### config.mk
export PLATFORM = sky130hd
export DESIGN_NAME = ps2_scancode_decoder_fifo
export DESIGN_NICKNAME = d
export VERILOG_FILES = /design/src/rtl/core/ps2sc_pkg.sv /design/src/rtl/core/ps2_scancode_decoder_fifo.sv /design/src/rtl/core/ps2sc_decode.sv /design/src/rtl/core/ps2sc_fifo.sv
export SDC_FILE = /design/constraint.sdc
export NUM_CORES = 2
export LEC_CHECK = 0
export BUFFER_PORTS_ARGS = -buffer_cell sky130_fd_sc_hd__clkbuf_2
export CAP_MARGIN = 20
export CELL_PAD_IN_SITES_DETAIL_PLACEMENT = 1
export CELL_PAD_IN_SITES_GLOBAL_PLACEMENT = 1
export CORE_ASPECT_RATIO = 0.5
export CORE_MARGIN = 2
export CORE_UTILIZATION = 33
export DETAILED_ROUTE_END_ITERATION = 10
export PLACE_DENSITY_LB_ADDON = 0.12
export SYNTH_ARGS = -nofsm -noshare
export SYNTH_HDL_FRONTEND = slang
export SYNTH_SLANG_ARGS = --single-unit
### constraint.sdc
create_clock -name i_clk -period 20.8 [get_ports i_clk]
set_input_delay 3.12 -clock i_clk [delete_from_list [all_inputs] [get_ports i_clk]]
set_output_delay 3.12 -clock i_clk [all_outputs]
set_load 0.005 [all_outputs]
### src/rtl/core/ps2sc_pkg.sv
// Shared types, scancode constants and keymap tables for the PS/2 scancode decoder.
// No dependencies; used by ps2sc_decode, ps2sc_fifo and ps2_scancode_decoder_fifo.
`default_nettype none

package ps2sc_pkg;

    // Character FIFO geometry (holds FIFO_DEPTH-1 characters)
    localparam int FIFO_DEPTH = 256;
    localparam int PTR_W      = (FIFO_DEPTH > 1) ? $clog2(FIFO_DEPTH) : 1;

    // Request command codes
    localparam logic CMD_SCAN = 1'b0;
    localparam logic CMD_READ = 1'b1;

    // Set 1 scancodes
    localparam logic [7:0] SC_PREFIX = 8'hE0;
    localparam logic [7:0] SC_LSHIFT = 8'h2A;
    localparam logic [7:0] SC_RSHIFT = 8'h36;
    localparam logic [7:0] SC_LCTRL  = 8'h1D;
    localparam logic [7:0] SC_LALT   = 8'h38;
    localparam logic [7:0] SC_CAPS   = 8'h3A;
    localparam logic [7:0] SC_UP     = 8'h48;
    localparam logic [7:0] SC_DOWN   = 8'h50;
    localparam logic [7:0] SC_LEFT   = 8'h4B;
    localparam logic [7:0] SC_RIGHT  = 8'h4D;
    localparam logic [7:0] SC_F1     = 8'h3B;
    localparam logic [7:0] SC_F4     = 8'h3E;
    localparam logic [6:0] SC_CODE_MASK = 7'h7F;

    // Character codes
    localparam logic [7:0] CH_NONE     = 8'h00;
    localparam logic [7:0] CH_UP       = 8'h80;
    localparam logic [7:0] CH_DOWN     = 8'h81;
    localparam logic [7:0] CH_LEFT     = 8'h82;
    localparam logic [7:0] CH_RIGHT    = 8'h83;
    localparam logic [7:0] CH_LOWER_A  = 8'h61;
    localparam logic [7:0] CH_LOWER_Z  = 8'h7A;
    localparam logic [7:0] CH_UPPER_A  = 8'h41;
    localparam logic [7:0] CH_UPPER_Z  = 8'h5A;
    localparam logic [7:0] CTRL_OFFSET = 8'h60;
    localparam logic [7:0] CASE_FLIP   = 8'd32;

    // Keymap tables, indexed by make code below MAP_SIZE
    localparam logic [7:0] MAP_SIZE  = 8'd58;
    localparam int         MAP_IDX_W = 6;

    localparam logic [7:0] MAP_PLAIN [58] = '{
        8'h00, 8'h1B, "1", "2", "3", "4", "5", "6", "7", "8",
        "9", "0", "-", "=", 8'h08, 8'h09,
        "q", "w", "e", "r", "t", "y", "u", "i", "o", "p",
        "[", "]", 8'h0A, 8'h00,
        "a", "s", "d", "f", "g", "h", "j", "k", "l",
        ";", 8'h27, 8'h60, 8'h00, 8'h5C,
        "z", "x", "c", "v", "b", "n", "m",
        ",", ".", "/", 8'h00,
        "*", 8'h00, " "
    };

    localparam logic [7:0] MAP_SHIFT [58] = '{
        8'h00, 8'h1B, "!", "@", "#", "$", "%", "^", "&", "*",
        "(", ")", "_", "+", 8'h08, 8'h09,
        "Q", "W", "E", "R", "T", "Y", "U", "I", "O", "P",
        "{", "}", 8'h0A, 8'h00,
        "A", "S", "D", "F", "G", "H", "J", "K", "L",
        ":", 8'h22, "~", 8'h00, "|",
        "Z", "X", "C", "V", "B", "N", "M",
        "<", ">", "?", 8'h00,
        "*", 8'h00, " "
    };

    // Look up a make code; codes past the table give no character
    function automatic logic [7:0] map_lookup(input logic [7:0] sc, input logic shifted);
        logic [MAP_IDX_W-1:0] idx;
        idx = sc[MAP_IDX_W-1:0];
        if (sc >= MAP_SIZE) begin
            return CH_NONE;
        end
        return shifted ? MAP_SHIFT[idx] : MAP_PLAIN[idx];
    endfunction

    // Modifier and prefix state of the decoder
    typedef struct packed {
        logic shift_held;
        logic caps_on;
        logic ctrl_held;
        logic ext_pending;
    } t_key_flags;

    // Request from the top level to the FIFO, already gated by acceptance
    typedef struct packed {
        logic       push;
        logic       pop;
        logic [7:0] data;
    } t_fifo_req;

    // Per-request FIFO status, valid in the cycle of the request
    typedef struct packed {
        logic popped;
        logic dropped;
        logic key_avail;
    } t_fifo_rsp;

endpackage

`default_nettype wire

### src/rtl/core/ps2_scancode_decoder_fifo.sv
// Top level of the PS/2 Set 1 scancode decoder with character FIFO.
// Depends on ps2sc_pkg, ps2sc_decode and ps2sc_fifo.
//
// Usage:
//   Input channel (i_valid / o_stall): each request is either a scancode byte
//   (i_command = 0, byte on i_scan_byte) or a read (i_command = 1).
//   Output channel (o_valid / i_stall): exactly one result per request, in
//   order: o_read_char / o_read_valid for a pop, o_key_available (FIFO not
//   empty after the request) and o_char_dropped (decoded character lost to a
//   full FIFO). The FIFO holds FIFO_DEPTH-1 characters.
//   Throughput: one request per cycle while o_stall is low. An accepted
//   request passes through the read stage, while the character memory read
//   completes, and then the output register before it shows on o_valid.
//   Stall: a stage behind the memory read and the output register hold up to
//   two results; o_stall rises only when both are full and i_stall is high.
//   Reset: synchronous, active low; empties the FIFO and clears the shift,
//   ctrl, caps-lock and prefix state. No clearing pass; the first request can
//   follow reset directly.
`default_nettype none

module ps2_scancode_decoder_fifo (
    input  wire logic       i_clk,
    input  wire logic       i_rst_n,
    input  wire logic       i_valid,
    output logic            o_stall,
    input  wire logic       i_command,
    input  wire logic [7:0] i_scan_byte,
    output logic            o_valid,
    input  wire logic       i_stall,
    output logic      [7:0] o_read_char,
    output logic            o_read_valid,
    output logic            o_key_available,
    output logic            o_char_dropped
);

    logic                 accept;
    logic                 scan_en;
    logic [7:0]           dec_char;
    logic [7:0]           rd_data;
    logic                 s1_adv;
    ps2sc_pkg::t_fifo_req fifo_req;
    ps2sc_pkg::t_fifo_rsp fifo_rsp;

    logic                 r_s1_valid;
    ps2sc_pkg::t_fifo_rsp r_s1_rsp;
    logic                 r_out_valid;
    logic [7:0]           r_out_char;
    ps2sc_pkg::t_fifo_rsp r_out_rsp;

    // Handshake: take a request when the read stage is empty or moving on
    assign s1_adv  = r_s1_valid && (!r_out_valid || !i_stall);
    assign o_stall = r_s1_valid && !s1_adv;
    assign accept  = i_valid && !o_stall;
    assign scan_en = accept && (i_command == ps2sc_pkg::CMD_SCAN);

    ps2sc_decode u_decode (
        .i_clk       (i_clk),
        .i_rst_n     (i_rst_n),
        .i_en        (scan_en),
        .i_scan_byte (i_scan_byte),
        .o_char      (dec_char)
    );

    // Push nonzero characters; pop on read requests
    always_comb begin
        fifo_req.push = scan_en && (dec_char != ps2sc_pkg::CH_NONE);
        fifo_req.pop  = accept && (i_command == ps2sc_pkg::CMD_READ);
        fifo_req.data = dec_char;
    end

    ps2sc_fifo u_fifo (
        .i_clk     (i_clk),
        .i_rst_n   (i_rst_n),
        .i_req     (fifo_req),
        .o_rsp     (fifo_rsp),
        .o_rd_data (rd_data)
    );

    // Read stage: hold status while the memory data arrives
    always_ff @(posedge i_clk) begin
        if (!i_rst_n) begin
            r_s1_valid <= 1'b0;
        end else if (accept) begin
            r_s1_valid <= 1'b1;
        end else if (s1_adv) begin
            r_s1_valid <= 1'b0;
        end
    end

    always_ff @(posedge i_clk) begin
        if (accept) begin
            r_s1_rsp <= fifo_rsp;
        end
    end

    // Output register
    always_ff @(posedge i_clk) begin
        if (!i_rst_n) begin
            r_out_valid <= 1'b0;
        end else if (s1_adv) begin
            r_out_valid <= 1'b1;
        end else if (!i_stall) begin
            r_out_valid <= 1'b0;
        end
    end

    always_ff @(posedge i_clk) begin
        if (s1_adv) begin
            r_out_char <= r_s1_rsp.popped ? rd_data : ps2sc_pkg::CH_NONE;
            r_out_rsp  <= r_s1_rsp;
        end
    end

    assign o_valid         = r_out_valid;
    assign o_read_char     = r_out_char;
    assign o_read_valid    = r_out_rsp.popped;
    assign o_key_available = r_out_rsp.key_avail;
    assign o_char_dropped  = r_out_rsp.dropped;

    // A popped character was pushed as nonzero
    a_pop_nonzero: assert property (@(posedge i_clk) disable iff (!i_rst_n)
        (o_valid && o_read_valid) |-> (o_read_char != ps2sc_pkg::CH_NONE))
        else $error("popped character is zero");

    // No character is reported without a pop
    a_no_pop_zero: assert property (@(posedge i_clk) disable iff (!i_rst_n)
        (o_valid && !o_read_valid) |-> (o_read_char == ps2sc_pkg::CH_NONE))
        else $error("character reported without a pop");

    // A pop never drops a character
    a_pop_no_drop: assert property (@(posedge i_clk) disable iff (!i_rst_n)
        (o_valid && o_read_valid) |-> !o_char_dropped)
        else $error("drop reported on a read");

    // A drop means the FIFO was full, so it cannot be empty afterwards
    a_drop_full: assert property (@(posedge i_clk) disable iff (!i_rst_n)
        (o_valid && o_char_dropped) |-> o_key_available)
        else $error("drop reported with an empty FIFO");

endmodule

`default_nettype wire

### src/rtl/core/ps2sc_decode.sv
// Scancode decoder: modifier/prefix flags and translation of one byte to a character.
// Depends on ps2sc_pkg for scancodes, keymap tables and t_key_flags.
`default_nettype none

module ps2sc_decode (
    input  wire logic       i_clk,
    input  wire logic       i_rst_n,
    input  wire logic       i_en,
    input  wire logic [7:0] i_scan_byte,
    output logic      [7:0] o_char
);

    ps2sc_pkg::t_key_flags r_flags;
    ps2sc_pkg::t_key_flags n_flags;
    logic [7:0]            rel_code;
    logic [7:0]            plain_ch;
    logic [7:0]            map_ch;

    assign rel_code = {1'b0, i_scan_byte[6:0] & ps2sc_pkg::SC_CODE_MASK};
    assign plain_ch = ps2sc_pkg::map_lookup(i_scan_byte, 1'b0);
    assign map_ch   = ps2sc_pkg::map_lookup(i_scan_byte, r_flags.shift_held);

    // Decode the byte against the current flags
    always_comb begin
        n_flags = r_flags;
        o_char  = ps2sc_pkg::CH_NONE;
        priority if (i_scan_byte == ps2sc_pkg::SC_PREFIX) begin
            n_flags.ext_pending = 1'b1;
        end else if (r_flags.ext_pending) begin
            n_flags.ext_pending = 1'b0;
            if (!i_scan_byte[7]) begin
                priority if (i_scan_byte == ps2sc_pkg::SC_UP) begin
                    o_char = ps2sc_pkg::CH_UP;
                end else if (i_scan_byte == ps2sc_pkg::SC_DOWN) begin
                    o_char = ps2sc_pkg::CH_DOWN;
                end else if (i_scan_byte == ps2sc_pkg::SC_LEFT) begin
                    o_char = ps2sc_pkg::CH_LEFT;
                end else if (i_scan_byte == ps2sc_pkg::SC_RIGHT) begin
                    o_char = ps2sc_pkg::CH_RIGHT;
                end else begin
                    o_char = ps2sc_pkg::CH_NONE;
                end
            end
        end else if (i_scan_byte[7]) begin
            // Release: only shift and ctrl matter
            if (rel_code == ps2sc_pkg::SC_LSHIFT || rel_code == ps2sc_pkg::SC_RSHIFT) begin
                n_flags.shift_held = 1'b0;
            end
            if (rel_code == ps2sc_pkg::SC_LCTRL) begin
                n_flags.ctrl_held = 1'b0;
            end
        end else if (i_scan_byte == ps2sc_pkg::SC_LSHIFT
                     || i_scan_byte == ps2sc_pkg::SC_RSHIFT) begin
            n_flags.shift_held = 1'b1;
        end else if (i_scan_byte == ps2sc_pkg::SC_CAPS) begin
            n_flags.caps_on = !r_flags.caps_on;
        end else if (i_scan_byte == ps2sc_pkg::SC_LCTRL) begin
            n_flags.ctrl_held = 1'b1;
        end else if (i_scan_byte == ps2sc_pkg::SC_LALT) begin
            o_char = ps2sc_pkg::CH_NONE;
        end else if (r_flags.ctrl_held && plain_ch >= ps2sc_pkg::CH_LOWER_A
                     && plain_ch <= ps2sc_pkg::CH_LOWER_Z) begin
            // Ctrl plus letter gives control codes 1 to 26
            o_char = plain_ch - ps2sc_pkg::CTRL_OFFSET;
        end else if (i_scan_byte >= ps2sc_pkg::SC_F1 && i_scan_byte <= ps2sc_pkg::SC_F4) begin
            o_char = i_scan_byte;
        end else if (r_flags.caps_on && !r_flags.shift_held
                     && map_ch >= ps2sc_pkg::CH_LOWER_A && map_ch <= ps2sc_pkg::CH_LOWER_Z) begin
            o_char = map_ch - ps2sc_pkg::CASE_FLIP;
        end else if (r_flags.caps_on && r_flags.shift_held
                     && map_ch >= ps2sc_pkg::CH_UPPER_A && map_ch <= ps2sc_pkg::CH_UPPER_Z) begin
            o_char = map_ch + ps2sc_pkg::CASE_FLIP;
        end else begin
            o_char = map_ch;
        end
    end

    // Advance the flags on every accepted scancode
    always_ff @(posedge i_clk) begin
        if (!i_rst_n) begin
            r_flags <= '0;
        end else if (i_en) begin
            r_flags <= n_flags;
        end
    end

endmodule

`default_nettype wire

### src/rtl/core/ps2sc_fifo.sv
// Circular character FIFO in a synchronous memory with a registered read.
// Depends on ps2sc_pkg for depth, pointer width and request/status structs.
`default_nettype none

module ps2sc_fifo (
    input  wire logic                  i_clk,
    input  wire logic                  i_rst_n,
    input  wire ps2sc_pkg::t_fifo_req  i_req,
    output ps2sc_pkg::t_fifo_rsp       o_rsp,
    output logic                 [7:0] o_rd_data
);

    localparam int PW = ps2sc_pkg::PTR_W;

    logic [7:0]    r_mem [ps2sc_pkg::FIFO_DEPTH];
    logic [PW-1:0] r_wp;
    logic [PW-1:0] r_rp;
    logic [PW-1:0] n_wp;
    logic [PW-1:0] n_rp;
    logic [PW-1:0] wp_inc;
    logic [PW-1:0] rp_inc;
    logic          full;
    logic          empty;
    logic          push_en;
    logic          pop_en;

    // Wrap pointers at the depth, which need not be a power of two
    assign wp_inc = (r_wp == PW'(ps2sc_pkg::FIFO_DEPTH - 1)) ? '0 : r_wp + PW'(1);
    assign rp_inc = (r_rp == PW'(ps2sc_pkg::FIFO_DEPTH - 1)) ? '0 : r_rp + PW'(1);
    assign full   = (wp_inc == r_rp);
    assign empty  = (r_wp == r_rp);

    assign push_en = i_req.push && !full;
    assign pop_en  = i_req.pop && !empty;
    assign n_wp    = push_en ? wp_inc : r_wp;
    assign n_rp    = pop_en ? rp_inc : r_rp;

    assign o_rsp.popped    = pop_en;
    assign o_rsp.dropped   = i_req.push && full;
    assign o_rsp.key_avail = (n_wp != n_rp);

    // Advance pointers
    always_ff @(posedge i_clk) begin
        if (!i_rst_n) begin
            r_wp <= '0;
            r_rp <= '0;
        end else begin
            r_wp <= n_wp;
            r_rp <= n_rp;
        end
    end

    // Write pushed characters; read the head on a pop and hold it otherwise
    always_ff @(posedge i_clk) begin
        if (push_en) begin
            r_mem[r_wp] <= i_req.data;
        end
        if (pop_en) begin
            o_rd_data <= r_mem[r_rp];
        end
    end

endmodule

`default_nettype wire

==> metrics <==
final worst clock skew=0.0411 ns; H-Tree Level Count=4; vias in the first global route=42300; # setup viols final=0; Die X=716 um; Compound-Gate Fraction of Synth Area=1.62%; Final min period=10.76 ns; clock transition at the registers of the reported paths=0.06 ns; crit path DAT=11.24 ns; Crit Path Max Fanout=50; Adder-Cell Fraction of Synth Area=less than 1%; CP Class=in2reg; Worst Setup End Kind=register; main flop type after synthesis=edfxtp_1; DRC=0; final core utilization=37.7%; Area contributors post-synth=edfxtp_1 (74%), mux4_2 (18%), nor2_1 (0.87%); mux cell area share after synthesis=18.4%; Unique masters post-synth=slightly below 80; die area=258000 um^2; max frequency=92.9 MHz; YS warnings=0; post-layout net count=4070; sequential-to-total area share from yosys stat=74.9%; Setup Fix Bufs, Post-CTS=0; DRT iter0 DRCs=between 3000 and 4000; Max Root-Sink Buffers=4; hold path endpoint=o_key_available; grt ovf=0; RSZ-0062 raised after global routing=false; R2R Path Start=u_decode.r_flags[3]; CTS resizes=0; gr usage total=a little under a fifth; status=finished clean; Peak VDD IR=0.0000712 V; required time of the critical path=21.27 ns; Post-Synth XOR/XNOR Area=less than 1%; Crit path largest cell delay=between 0.7 and 0.8 ns; Pwr Density=90.6 nW/um^2; CTS sink count=2092; total CTS buffers=206; Starting Density=33.2%; Critical R2R Capture=u_fifo.r_mem[209][1]; syn avg cell area=21.7 um^2; main combinational cell family by area after synthesis=multiplexers; total leakage power=28.6 nW; area grow syn2layout=13.5%; Post-synth EDFFs=2070; max-cap violation count=0; syn_nets=3884; fraction of layout cells with a size suffix above 1=roughly 29%; FFs w/ async S/R, synth=0%; Pins Over Slew Limit=0; crit-path cells=clkbuf_2 -> inv_1 -> ha_1 -> inv_1 -> mux4_1 -> a211oi_1 -> o211ai_1 -> a2111oi_0 -> or3_1 -> o221ai_1 -> a21oi_4 -> buf_4 -> a2111oi_4 -> a21oi_4 -> nand2_4 -> or3_2 -> buf_12 -> nor2_1; Port Buffers=25; clk root buf=clkbuf_16; R2R Setup Slk=14.08 ns; part of the cycle the worst path needs=between 50 and 60%; cell taking the most area after synthesis=edfxtp_1; commonest non-fill, non-tap cells in the layout=edfxtp_1 (2070), mux4_2 (665), clkbuf_16 (208); slowest CP cell=or3_2; Yosys reg bits=2092; WHS Path Cells=0; CTS tree=yes; HPWL Detailed=143000 um; Die Y=roughly 360 um; cell count after synthesis=3850; Hold WC Path Type=reg2reg; Worst Hold Launch=r_s1_rsp[0]; Worst-Skew Late Latency=0.86 ns; Hold WS=0.428 ns; antenna violations before repair=16; buffers and inverters on the worst path=5; Hold Vio Cnt, Final=0; drt wl/cell=31.3 um; cell area after synthesis=83600 um^2; leading cell type in the layout, fill and taps excluded=edfxtp_1; Worst-Margin Slew=1.17 ns; Detailed Routing Iterations Pass 1=5; via count=40000; largest net degree at the start of global routing=144; Placer Congestion=0.804; total power draw=between 0.008 and 0.009 W; antenna fix cells=0; overall routed net length=236000 um; post-route ant nets=0; Hold Buf Count CTS=0; critical path startpoint category=input port; global-route wire length before repair=approximately 340000 um; crit-path leading delay family=simple AND/OR/NAND/NOR gates; FF-to-FF path depth=15; I/O pin cnt=26; Via-to-Cell Ratio=5.30; simple logic cell fraction of the synthesized area=3.04%; Rel. slew slack=21.9%; core area=251000 um^2; row count=130; post-synth top area share=74.3%; setup TNS=0 ns
[sequential cells by signal, indices dropped and copies added, names as in the netlist, 3 cells and up]
register / count
u_fifo.r_rp: 8
u_decode.r_flags: 4
u_fifo.r_mem: 2048
u_fifo.o_rd_data: 8
o_read_char: 8
u_fifo.r_wp: 8
r_s1_rsp: 3
[metal layers]
layer | global-route usage, % | part of all wire, % | wire length (um) | vias up
li1 | - | - | - | 16600
met4 | 3.37 | 1.8 | 4140 | 0
met5 | 0 | 0 | 0 | -
met2 | 29.1 | 47 | 111000 | 1022
met3 | 2.59 | 4.4 | 10500 | 262
met1 | 27.1 | 47 | 110000 | 22100
[synth_stat cells (all sizes together), types with 9 or more instances]
cell type and n:
clkbuf 158, nand2 52, nor2 193, mux2i 28, nand4 9, inv 26, nand2b 21, nor3 142
ha 21, xor2 14, and3 9, o21ai 25, nor2b 24, mux2 9, xnor2 15, dfxtp 22
buf 99, a21oi 40, mux4 666, o211ai 9, nand3 27, a211oi 25, edfxtp 2070, and2 23
[worst max-delay path by stage]
stage | start | endpoint | cells past startpoint
5_1_grt | i_scan_byte[1] | u_fifo.r_mem[33][0] | 18
4_1_cts | i_scan_byte[1] | u_fifo.r_mem[209][1] | 18
6_report | i_scan_byte[1] | u_fifo.r_mem[209][1] | 18
2_1_floorplan | i_scan_byte[1] | u_fifo.r_mem[195][0] | 19
3_3_place_gp | i_scan_byte[1] | u_fifo.r_mem[33][1] | 17
3_5_place_dp | i_scan_byte[1] | u_fifo.r_mem[113][0] | 18
[stage by stage]
step           std cells  worst slack, ns  area [um^2]
3_5_place_dp        7193             9.21        88700
5_1_grt             7549             9.64        94900
3_3_place_gp        7191             8.83        88700
2_1_floorplan       3850             1.59        83600
6_report            7549            10.04        94900
4_1_cts             7548            10.09        94900
[cell families (layout without fill, tap and decap cells)]
| group | count (synthesis) | after routing |
|---|---|---|
| compound gates | 186 | 186 |
| buf+inv | 286 | 619 |
| simple gates | 532 | 532 |
| fa+ha+maj | 21 | 21 |
| flops | 2092 | 2092 |
| xor+xnor | 30 | 30 |
| mux | 703 | 703 |
[report_power, final]
part | internal, W | switching (W) | total [W]
Clock | 0.00197 | 0.00159 | 0.00356
Sequential | 0.00461 | 0.00000860 | 0.00462
Combinational | 0.000165 | 0.000253 | 0.000418
[layout make-up]
type                    instances  area [um^2]
fillers                     24000       157000
flip-flops and latches       2092        62600
multi-input cells            1472        20000
clock buffers                 261         5400
well taps                    3366         4210
repair buffers                235         1820
clock inverters                94          756
inverters                      29          116
Power figures use the tool's default switching activity.
